[src/hw/rtl/mlpq_pkg.sv]
// shared constants and types for the multi-level priority queue
// no dependencies; imported by mlpq_ram users and the top level
package mlpq_pkg;

	localparam int LEVELS     = 8;
	localparam int DEPTH      = 64;
	localparam int DATA_WIDTH = 32;

	localparam int LVL_W     = $clog2(LEVELS);
	localparam int IDX_W     = $clog2(DEPTH);
	localparam int CNT_W     = $clog2(DEPTH + 1);
	localparam int PAY_W     = 32;
	localparam int PRIO_W    = 8;
	localparam int OUT_LVL_W = 3;

	typedef enum logic [1:0] {
		ACT_PUSH    = 2'd0,
		ACT_POP_ANY = 2'd1,
		ACT_POP_LVL = 2'd2,
		ACT_NONE    = 2'd3
	} action_t;

	typedef enum logic {
		ST_IDLE,
		ST_UPD
	} state_t;

endpackage

[src/hw/rtl/mlpq_ram.sv]
// generic single-port-write, single-port-read ram with registered read data
// no dependencies
module mlpq_ram #(
	parameter int WIDTH = 32,
	parameter int DEPTH = 64
) (
	input  logic                     clk,
	input  logic                     we,
	input  logic [$clog2(DEPTH)-1:0] waddr,
	input  logic [WIDTH-1:0]         wdata,
	input  logic                     re,
	input  logic [$clog2(DEPTH)-1:0] raddr,
	output logic [WIDTH-1:0]         rdata
);

	logic [WIDTH-1:0] mem [DEPTH];

	always_ff @(posedge clk) begin
		if (we) begin
			mem[waddr] <= wdata;
		end
		if (re) begin
			rdata <= mem[raddr];
		end
	end

endmodule

[src/hw/rtl/multi_level_priority_queue.sv]
// multi-level priority queue: per-level linked lists in a shared entry pool
// depends on mlpq_pkg and mlpq_ram (payload and link memories)
//
//   channel   direction  handshake            fields
//   request   in         req_valid/req_stall  action, priority_req, at_front, payload
//   result    out        res_valid/res_stall  out_payload, out_found, out_level, out_dropped
//
// a request is accepted in the idle state, which reads the pool memories; the update state
// then writes back link, payload and level pointers and loads the result.
// the write-back waits while a previous result is still stalled.
// reset is immediate: the free chain is implied by a fill count, no clearing pass.
// a new request is taken as soon as the write-back is done, even if the result waits.
module multi_level_priority_queue
	import mlpq_pkg::*;
(
	input  logic                    clk,
	input  logic                    arst_n,
	input  logic                    req_valid,
	output logic                    req_stall,
	input  logic [1:0]              action,
	input  logic signed [PRIO_W-1:0] priority_req,
	input  logic                    at_front,
	input  logic [PAY_W-1:0]        payload,
	output logic                    res_valid,
	input  logic                    res_stall,
	output logic [PAY_W-1:0]        out_payload,
	output logic                    out_found,
	output logic [OUT_LVL_W-1:0]    out_level,
	output logic                    out_dropped
);

	state_t state_q, state_nxt;

	action_t                act_q;
	logic [LVL_W-1:0]       sel_q;
	logic                   lvl_valid_q;
	logic                   front_q;
	logic [DATA_WIDTH-1:0]  data_q;
	logic [IDX_W-1:0]       rd_addr_q;

	logic [IDX_W-1:0]       head_q [LEVELS];
	logic [IDX_W-1:0]       tail_q [LEVELS];
	logic [LEVELS-1:0]      nonempty_q;
	logic [IDX_W-1:0]       free_head_q;
	logic [CNT_W-1:0]       used_q;
	logic [CNT_W-1:0]       fill_q;

	logic                   res_valid_q;
	logic [PAY_W-1:0]       out_payload_q;
	logic                   out_found_q;
	logic [OUT_LVL_W-1:0]   out_level_q;
	logic                   out_dropped_q;

	logic                   accept;
	logic                   upd_go;
	action_t                act_in;
	logic [LVL_W-1:0]       clamp_lvl;
	logic [LVL_W-1:0]       any_lvl;
	logic [LVL_W-1:0]       sel_in;
	logic [IDX_W-1:0]       rd_addr;

	logic [DATA_WIDTH-1:0]  pay_rdata;
	logic [IDX_W-1:0]       link_rdata;
	logic [IDX_W-1:0]       link_eff;
	logic [IDX_W-1:0]       addr_succ;
	logic                   fresh;
	logic                   pool_full;

	logic                   pay_we;
	logic                   link_we;
	logic [IDX_W-1:0]       link_waddr;
	logic [IDX_W-1:0]       link_wdata;

	logic                   do_push;
	logic                   do_pop;
	logic                   push_at_head;

	logic [PAY_W-1:0]       res_payload;
	logic                   res_found;
	logic [OUT_LVL_W-1:0]   res_level;
	logic                   res_dropped;

	// request decode
	always_comb begin
		act_in = action_t'(action);
		if (priority_req[PRIO_W-1]) begin
			clamp_lvl = '0;
		end else if (int'(priority_req) >= LEVELS) begin
			clamp_lvl = LVL_W'(LEVELS - 1);
		end else begin
			clamp_lvl = LVL_W'(priority_req);
		end
		any_lvl = '0;
		for (int i = LEVELS - 1; i >= 0; i--) begin
			if (nonempty_q[i]) begin
				any_lvl = LVL_W'(i);
			end
		end
		sel_in  = (act_in == ACT_POP_ANY) ? any_lvl : clamp_lvl;
		rd_addr = (act_in == ACT_PUSH) ? free_head_q : head_q[sel_in];
	end

	// state machine
	always_ff @(posedge clk or negedge arst_n) begin
		if (!arst_n) begin
			state_q <= ST_IDLE;
		end else begin
			state_q <= state_nxt;
		end
	end

	always_comb begin
		state_nxt = state_q;
		req_stall = 1'b1;
		accept    = 1'b0;
		upd_go    = 1'b0;
		unique case (state_q)
			ST_IDLE: begin
				req_stall = 1'b0;
				accept    = req_valid;
				if (req_valid) begin
					state_nxt = ST_UPD;
				end
			end
			ST_UPD: begin
				upd_go = !res_valid_q || !res_stall;
				if (upd_go) begin
					state_nxt = ST_IDLE;
				end
			end
			default: begin
				state_nxt = ST_IDLE;
			end
		endcase
	end

	// request capture
	always_ff @(posedge clk) begin
		if (accept) begin
			act_q       <= act_in;
			sel_q       <= sel_in;
			lvl_valid_q <= nonempty_q[sel_in];
			front_q     <= at_front;
			data_q      <= DATA_WIDTH'(payload);
			rd_addr_q   <= rd_addr;
		end
	end

	mlpq_ram #(
		.WIDTH (DATA_WIDTH),
		.DEPTH (DEPTH)
	) u_pay_ram (
		.clk   (clk),
		.we    (pay_we),
		.waddr (rd_addr_q),
		.wdata (data_q),
		.re    (accept),
		.raddr (rd_addr),
		.rdata (pay_rdata)
	);

	mlpq_ram #(
		.WIDTH (IDX_W),
		.DEPTH (DEPTH)
	) u_link_ram (
		.clk   (clk),
		.we    (link_we),
		.waddr (link_waddr),
		.wdata (link_wdata),
		.re    (accept),
		.raddr (rd_addr),
		.rdata (link_rdata)
	);

	// write-back decode
	always_comb begin
		pool_full    = (used_q == CNT_W'(DEPTH));
		// entries at or above the fill count were never written: free chain i -> i+1
		fresh        = (CNT_W'(rd_addr_q) >= fill_q);
		addr_succ    = (rd_addr_q == IDX_W'(DEPTH - 1)) ? '0 : rd_addr_q + 1'b1;
		link_eff     = fresh ? addr_succ : link_rdata;
		do_push      = upd_go && (act_q == ACT_PUSH) && !pool_full;
		do_pop       = upd_go && ((act_q == ACT_POP_ANY) || (act_q == ACT_POP_LVL))
			&& lvl_valid_q;
		push_at_head = front_q || !lvl_valid_q;

		pay_we     = do_push;
		link_we    = do_push || do_pop;
		link_waddr = rd_addr_q;
		link_wdata = free_head_q;
		if (do_push) begin
			if (push_at_head) begin
				link_wdata = head_q[sel_q];
			end else begin
				link_waddr = tail_q[sel_q];
				link_wdata = rd_addr_q;
			end
		end

		res_payload = '0;
		res_found   = 1'b0;
		res_level   = OUT_LVL_W'(sel_q);
		res_dropped = 1'b0;
		unique case (act_q)
			ACT_PUSH: begin
				res_dropped = pool_full;
			end
			ACT_POP_ANY, ACT_POP_LVL: begin
				if (lvl_valid_q) begin
					res_payload = PAY_W'(pay_rdata);
					res_found   = 1'b1;
				end
			end
			ACT_NONE: begin
				res_level = '0;
			end
			default: begin
				res_level = '0;
			end
		endcase
	end

	// queue pointers and counters
	always_ff @(posedge clk or negedge arst_n) begin
		if (!arst_n) begin
			for (int i = 0; i < LEVELS; i++) begin
				head_q[i] <= '0;
				tail_q[i] <= '0;
			end
			nonempty_q  <= '0;
			free_head_q <= '0;
			used_q      <= '0;
			fill_q      <= '0;
		end else begin
			if (do_push) begin
				free_head_q <= link_eff;
				used_q      <= used_q + 1'b1;
				if (fresh) begin
					fill_q <= fill_q + 1'b1;
				end
				if (push_at_head) begin
					head_q[sel_q]     <= rd_addr_q;
					nonempty_q[sel_q] <= 1'b1;
					if (!lvl_valid_q) begin
						tail_q[sel_q] <= rd_addr_q;
					end
				end else begin
					tail_q[sel_q] <= rd_addr_q;
				end
			end
			if (do_pop) begin
				head_q[sel_q] <= link_eff;
				free_head_q   <= rd_addr_q;
				used_q        <= used_q - 1'b1;
				if (tail_q[sel_q] == rd_addr_q) begin
					nonempty_q[sel_q] <= 1'b0;
				end
			end
		end
	end

	// result register
	always_ff @(posedge clk or negedge arst_n) begin
		if (!arst_n) begin
			res_valid_q <= 1'b0;
		end else if (upd_go) begin
			res_valid_q <= 1'b1;
		end else if (!res_stall) begin
			res_valid_q <= 1'b0;
		end
	end

	always_ff @(posedge clk) begin
		if (upd_go) begin
			out_payload_q <= res_payload;
			out_found_q   <= res_found;
			out_level_q   <= res_level;
			out_dropped_q <= res_dropped;
		end
	end

	assign res_valid   = res_valid_q;
	assign out_payload = out_payload_q;
	assign out_found   = out_found_q;
	assign out_level   = out_level_q;
	assign out_dropped = out_dropped_q;

`ifndef SYNTHESIS
	a_used_bound: assert property (@(posedge clk) disable iff (!arst_n)
		used_q <= CNT_W'(DEPTH))
		else $error("used count above pool depth");

	a_fill_covers_used: assert property (@(posedge clk) disable iff (!arst_n)
		fill_q >= used_q)
		else $error("fill count below used count");

	a_empty_levels: assert property (@(posedge clk) disable iff (!arst_n)
		(used_q == '0) |-> (nonempty_q == '0))
		else $error("level marked nonempty with no entries in use");

	a_found_not_dropped: assert property (@(posedge clk) disable iff (!arst_n)
		res_valid_q |-> !(out_found_q && out_dropped_q))
		else $error("result both found and dropped");
`endif

endmodule

[config.mk]
export PLATFORM = sky130hd
export DESIGN_NAME = multi_level_priority_queue
export DESIGN_NICKNAME = d
export VERILOG_FILES = /design/src/hw/rtl/mlpq_pkg.sv /design/src/hw/rtl/mlpq_ram.sv /design/src/hw/rtl/multi_level_priority_queue.sv
export SDC_FILE = /design/constraint.sdc
export NUM_CORES = 2
export LEC_CHECK = 0
export BUFFER_PORTS_ARGS = -buffer_cell sky130_fd_sc_hd__clkbuf_2
export CAP_MARGIN = 10
export CELL_PAD_IN_SITES_DETAIL_PLACEMENT = 1
export CELL_PAD_IN_SITES_GLOBAL_PLACEMENT = 1
export CORE_MARGIN = 1.5
export CORE_UTILIZATION = 30
export CTS_CLUSTER_DIAMETER = 200
export DETAILED_ROUTE_END_ITERATION = 8
export GPL_TIMING_DRIVEN = 1
export PLACE_DENSITY_LB_ADDON = 0.1
export SKIP_CTS_REPAIR_TIMING = 1
export SLEW_MARGIN = 20
export SYNTH_ARGS = -nofsm -noshare
export SYNTH_HDL_FRONTEND = slang
export SYNTH_SLANG_ARGS = --single-unit
[constraint.sdc]
create_clock -name clk -period 13.1 [get_ports clk]
set_input_delay 1.965 -clock clk [delete_from_list [all_inputs] [get_ports clk]]
set_output_delay 1.965 -clock clk [all_outputs]
set_load 0.02 [all_outputs]
==> Word level (Yosys, flattened, before mapping) <==
Memory sizes are Yosys's and may differ from the RTL's. A register that Yosys moved wholly into a read port is not among the register bits.
Cells that the tools add are included.
{ "op_classes": {"n_addsub": 4, "order_cmp": 8, "eq_ne": 9, "muxes": 62, "bitwise": 6, "reduce_logical": 21} }
{ "op_table": {"columns": ["operator", "n"], "rows": [
  ["$mux 48", 5],
  ["$bwmux 48", 3],
  ["$mux 6", 16],
  ["$bmux 6 s3", 3],
  ["$mux 3", 11],
  ["$mux 8", 4],
  ["$demux 6 s3", 1],
  ["$add 7x1->7 const B", 2],
  ["$mux 1", 14],
  ["$mux 7", 2],
  ["$and 8x8->8", 1],
  ["$ge 4x4->1 const B", 2],
  ["$ge 8x5->1 const B", 1],
  ["$lt 3x4->1 const B", 2],
  ["$not 3->4", 2],
  ["$not 8->8", 1],
  ["$or 8x8->8", 1],
  ["$eq 7x7->1 const B", 1],
  ["$ge 6x7->1", 1],
  ["$sub 7x1->7 const B", 1],
  ["$add 6x1->6 const B", 1],
  ["$eq 6x6->1", 1],
  ["$eq 6x6->1 const B", 1],
  ["$logic_and 1x1->1", 6],
  ["16 further kinds", 27]
]} }
{ "word_totals": {"ff_bits": 208, "ramBits": 2432, "input_bits": 47, "out_inout_bits": 39, "wordCells": 144, "memories": 2} }
{ "mem_list": {"columns": ["name", "depth", "width", "rd", "rd_clocked_by_memory_dff", "wr", "line_no", "text"], "rows": [
  ["u_pay_ram.mem", 64, 32, 1, 1, 1, "mlpq_ram.sv:16", "logic [WIDTH-1:0] mem [DEPTH];"],
  ["u_link_ram.mem", 64, 6, 1, 1, 1, "mlpq_ram.sv:16", null]
]} }

==> Longest topological paths before layout <==
{ "depth": {"ltp_word": 14, "ltp_mapped": 19, "mapped_depth_nobuf": 13} }

==> Modules after synthesis <==
From an unflattened synthesis, not the netlist that was laid out.
{ "hier_totals": {"hier_cells": 4920, "area_unflattened_um2": 104471.4} }
{ "modules_own_cells": {"columns": ["mod", "instances", "cells_each", "area_each_um2", "seq_area_each_um2"], "rows": [
  ["mlpq_ram at u_pay_ram", 1, 3324, 78835.6, 62459.9],
  ["mlpq_ram at u_link_ram", 1, 720, 15285.9, 11711.2],
  ["multi_level_priority_queue", 1, 876, 10349.9, 5615.4]
]} }

==> Least setup slack after synthesis <==
No wires, ideal clock.
{ "synth_path": {"kind": "input port to flip-flop", "from": "input port res_stall", "to": "memory u_link_ram.mem[0][2] in the netlist's numbering, data pin", "setup_ps": 702, "arrival_time_ps": 8479, "required_ps": 12398, "setup_slack_ps": 3920, "cell_stages": 4, "path_buffers": 1, "path_cell_list": "a21boi_0 nand3_1 clkbuf_1 o21ai_0"} }
{ "synth_via": {"elab_chain_len": 6} }
{ "synth_lines": {"columns": ["element", "line_no", "text"], "rows": [
  ["start: declaration", "multi_level_priority_queue.sv:25", "input logic res_stall,"],
  ["$logic_not 1->1", null, null],
  ["$logic_or 1x1->1", "multi_level_priority_queue.sv:126", "upd_go = !res_valid_q || !res_stall;"],
  ["$mux 1", "multi_level_priority_queue.sv:117", "unique case (state_q)"],
  ["$logic_and 1x1->1 (2 in series)", "multi_level_priority_queue.sv:182", "do_push = upd_go && (act_q == ACT_PUSH) && !pool_full;"],
  ["$mux 6", "multi_level_priority_queue.sv:191", "if (do_push) begin"],
  ["net link_wdata[2]", "multi_level_priority_queue.sv:72", "logic [IDX_W-1:0] link_wdata;"],
  ["end: declaration", "mlpq_ram.sv:16", null]
]} }
The timed path passes the listed nets, and every way through them passes these cells.

==> Worst setup path in the final report <==
{ "layout_path": {"from": "input port priority_req[6]", "to": "register u_pay_ram.rdata[8] (read register of u_pay_ram.mem), data pin"} }
{ "layout_via": {"elab_chain_len": 9} }
{ "layout_lines": {"columns": ["element", "line_no", "text"], "rows": [
  ["start: declaration", "multi_level_priority_queue.sv:21", "input logic signed [PRIO_W-1:0] priority_req,"],
  ["$ge 8x5->1", "multi_level_priority_queue.sv:88", "end else if (int'(priority_req) >= LEVELS) begin"],
  ["$mux 3", "multi_level_priority_queue.sv:88", null],
  ["$mux 3", "multi_level_priority_queue.sv:86", "if (priority_req[PRIO_W-1]) begin"],
  ["$mux 3", "multi_level_priority_queue.sv:99", "sel_in = (act_in == ACT_POP_ANY) ? any_lvl : clamp_lvl;"],
  ["$not 3->4 (not written as such)", "multi_level_priority_queue.sv:100", "rd_addr = (act_in == ACT_PUSH) ? free_head_q : head_q[sel_in];"],
  ["$bmux 6 s3", "multi_level_priority_queue.sv:100", null],
  ["$mux 6 (not written as such) (2 in series)", "multi_level_priority_queue.sv:100", null],
  ["$mux 6", "multi_level_priority_queue.sv:100", null],
  ["end: declaration", "mlpq_ram.sv:13", "output logic [WIDTH-1:0] rdata"]
]} }
No other way between the ends. The select of a mux whose other input is x is not followed.
A chain may end at the register's enable or synchronous reset.

==> flow_metrics.py <==
metrics = {
    "logic_synthesis": {
        "synth_cell_types": 94,
        "avgSynthCellArea_um2": 14.88,
        "yosysSeqAreaShare_pct": 73.47,
        "syn_area_um2": 108600,
        "synth-seq-cells": 2678,
        "yosysWarnings": 0,
        "synthCells": 7297,
        "synth_edf_count": 2552,
        "synthesis.nets": 7360,
        "async_reset_ff_share_pct": 4.705,
        "yosys_most_used_dff": "edfxtp_1",
    },
    "routing": {
        "antenna_left": 0,
        "wire_per_inst_um": 33.22,
        "dr.pass1.iters": 5,
        "initialDrtViolationCount": 6341,
        "routed_wl_um": 416900,
        "drc": 0,
        "vias_per_cell": 5.282,
        "route.vias.total": 66273,
    },
    "critical_path": {
        "required_ns": 13.92,
        "crit_fanout": 72,
        "ff2ff_path_depth": 17,
        "cp-startpoint": "priority_req[6]",
        "cp.buffers_inverters": 7,
        "r2r_end": "u_pay_ram.rdata[8]",
        "timing.rr.start": "nonempty_q[7]",
        "max_stage_delay_ns": 0.84,
        "critPathKind": "in -> reg",
        "cp_cell_sequence": "clkbuf_2 -> or4_4 -> o211ai_4 -> o21a_4 -> inv_2 -> a211oi_1 -> a311oi_4 -> buf_4 -> o31ai_4 -> buf_4 -> buf_4 -> buf_4 -> buf_4 -> nand2_1 -> a221o_1 -> a31oi_1 -> nor3b_1 -> o221a_2",
        "cp_common_cell": "buf_4",
        "crit_slowest_cell": "buf_4",
        "cp-end-kind": "flop",
        "r2r_slack_ns": 5.74,
        "start_kind": "input pin",
        "path_delay_family": "buffers and inverters",
        "arrival_ns": 9.04,
    },
    "layout": {
        "final_net_count": 7563,
        "finish.utilization_pct": 34.97,
        "final_cell_mix": "edfxtp_1, nand2_1, mux2i_1, nand3_1, clkbuf_16",
        "synthToLayoutAreaGrowth_pct": 15.86,
        "fillers": 36700,
        "mostFrequentLayoutCell": "edfxtp_1",
        "layout-drive-gt1-share_pct": 14.37,
    },
    "sta": {
        "slew_viol_final": 0,
        "final_hold_viol_count": 0,
        "relSlewSlack_pct": 14.94,
        "fin_crit_sh_pct": 62.69,
        "fin_worst_skew_ns": 0.05994,
        "worstMarginPinSlew_ns": 1.270,
        "fmax_ghz": 0.1218,
        "period_needed_ns": 8.212,
        "fin_tns_setup_ns": 0,
        "rsz0062_at_grt": "no",
        "setup_viol": 0,
    },
    "global_routing": {
        "overflow": 0,
        "grt_pass1_wl_um": 571700,
        "grt_pass1_vias": 67212,
        "track_usage_pct": 22.38,
        "grt_antenna_before_repair": 43,
        "grt_max_degree": 128,
    },
    "hold_path": {
        "worstHoldPathCells": 1,
        "min-delay-start": "used_q[6]",
        "min_to": "used_q[6]",
        "worstHoldPathType": "reg -> reg",
    },
    "clocking": {
        "cts_tree": "built",
        "clock_path_buffers": 4,
        "cts_made_buffers": 323,
        "cts.sink_count": 2678,
        "cts.clk_slew.worst_paths_ns": 0.06,
        "cts-root-buf": "clkbuf_16",
        "htree_levels": 5,
        "insertion_delay_ns": 0.95,
    },
    "floorplanning": {
        "ios": 86,
        "die_y_um": 604.7,
        "core_um2": 359800,
        "std_cell_rows": 220,
        "start_util_pct": 30.19,
        "dieArea_um2": 365600,
        "dieWidth_um": 604.7,
    },
    "power": {
        "p_total_uw": 25910,
        "powerDensity_nw_per_um2": 205.9,
        "irDropWorstVdd_mv": 0.1053,
        "p_leak_uw": 0.04311,
    },
    "job": {
        "maxCapViolations": 0,
    },
    "placement": {
        "dp_hpwl_um": 235000,
        "port_buffers": 85,
        "gp_congestion": 0.7896,
    },
    "run_status": {
        "outcome": "finished, final reports clean",
    },
}
how the worst max path moves through the flow:
stage	end	slack (ns)	cells past startpoint
2_1_floorplan	u_link_ram.mem[0][2]	3.92	4
3_3_place_gp	u_pay_ram.rdata[8]	3.99	18
3_5_place_dp	u_pay_ram.rdata[8]	3.91	18
4_1_cts	u_pay_ram.rdata[8]	4.94	18
5_1_grt	u_pay_ram.rdata[8]	4.60	18
6_report	u_pay_ram.rdata[8]	4.89	18
state kept, by name, indices dropped and copies added, names as in the netlist, 2 cells and up:
name / count
act_q: 2
data_q: 32
fill_q: 7
free_head_q: 6
head_q: 48
nonempty_q: 8
out_level: 3
out_payload: 32
rd_addr_q: 6
sel_q: 3
tail_q: 48
u_link_ram.mem: 384
u_link_ram.rdata: 6
u_pay_ram.mem: 2048
u_pay_ram.rdata: 32
used_q: 7
per-layer routing:
| layer | track usage, % | part of all wire (%) |
|---|---|---|
| met5 | 0 | 0.0031 |
| met2 | 36.75 | 47 |
| met4 | 5.290 | 2.3 |
| met1 | 31.71 | 46 |
| met3 | 2.432 | 4.6 |
layout make-up:
| cell class | instances | area, um^2 | share of cell area [%] |
|---|---|---|---|
| sequential | 2678 | 79790 | 63.41 |
| multi-input combinational | 4126 | 27100 | 21.54 |
| clock buffer | 399 | 8591 | 6.828 |
| tap | 4773 | 5972 | 4.746 |
| timing repair buffer | 324 | 2454 | 1.950 |
| clock inverter | 186 | 1688 | 1.341 |
| inverter | 47 | 195.2 | 0.1551 |
| antenna | 14 | 35.03 | 0.02784 |
where the power goes:
part           internal (uW)  switching, uW  total [uW]
Sequential             10200            257       10400
Combinational           1850           4790        6640
Clock                   5100           3740        8840
cell usage after synthesis (21+ instances only):
master | number | area [um^2]
nor3_1 | 38 | 190.2
o211ai_1 | 30 | 225.2
a311oi_1 | 21 | 183.9
a211oi_1 | 46 | 345.3
clkbuf_1 | 144 | 540.5
inv_1 | 38 | 142.6
mux4_2 | 73 | 1644
buf_4 | 73 | 548.0
mux2i_1 | 660 | 6606
o211a_1 | 22 | 220.2
o22ai_1 | 38 | 237.7
edfxtp_1 | 2552 | 76630
nand2_1 | 1346 | 5052
a22oi_1 | 21 | 157.7
a21oi_1 | 197 | 986.0
a31oi_1 | 59 | 369.1
nor2_1 | 240 | 900.9
a32oi_1 | 29 | 254.0
o221ai_1 | 35 | 306.5
buf_2 | 184 | 920.9
nand3_1 | 612 | 3063
dfrtp_1 | 126 | 3153
and3_1 | 52 | 325.3
buf_1 | 27 | 101.4
mux2_2 | 131 | 1475
o21ai_0 | 118 | 590.6
cell families after synthesis:
family,share of synthesized area (%)
AOI/OAI and AO/OA,5.619
muxes,8.955
adders and majority gates,0.1912
xor gates and xnor gates,0.1613
buffers and inverters,2.293
DFF,73.47
and+or+nand+nor,9.314
metrics by stage:
stage / cells / area [um^2] / setup slack (ns) / hold WS, ns
2_1_floorplan: 7297 / 108600 / 3.920 / 0.4339
3_5_place_dp: 11948 / 115500 / 3.911 / 0.4572
5_1_grt: 12540 / 125800 / 4.596 / 0.5068
3_3_place_gp: 11945 / 115400 / 3.992 / 0.4527
4_1_cts: 12533 / 125800 / 4.936 / 0.4677
6_report: 12547 / 125800 / 4.888 / 0.4595
No activity file was read; power rests on OpenSTA's default activity.
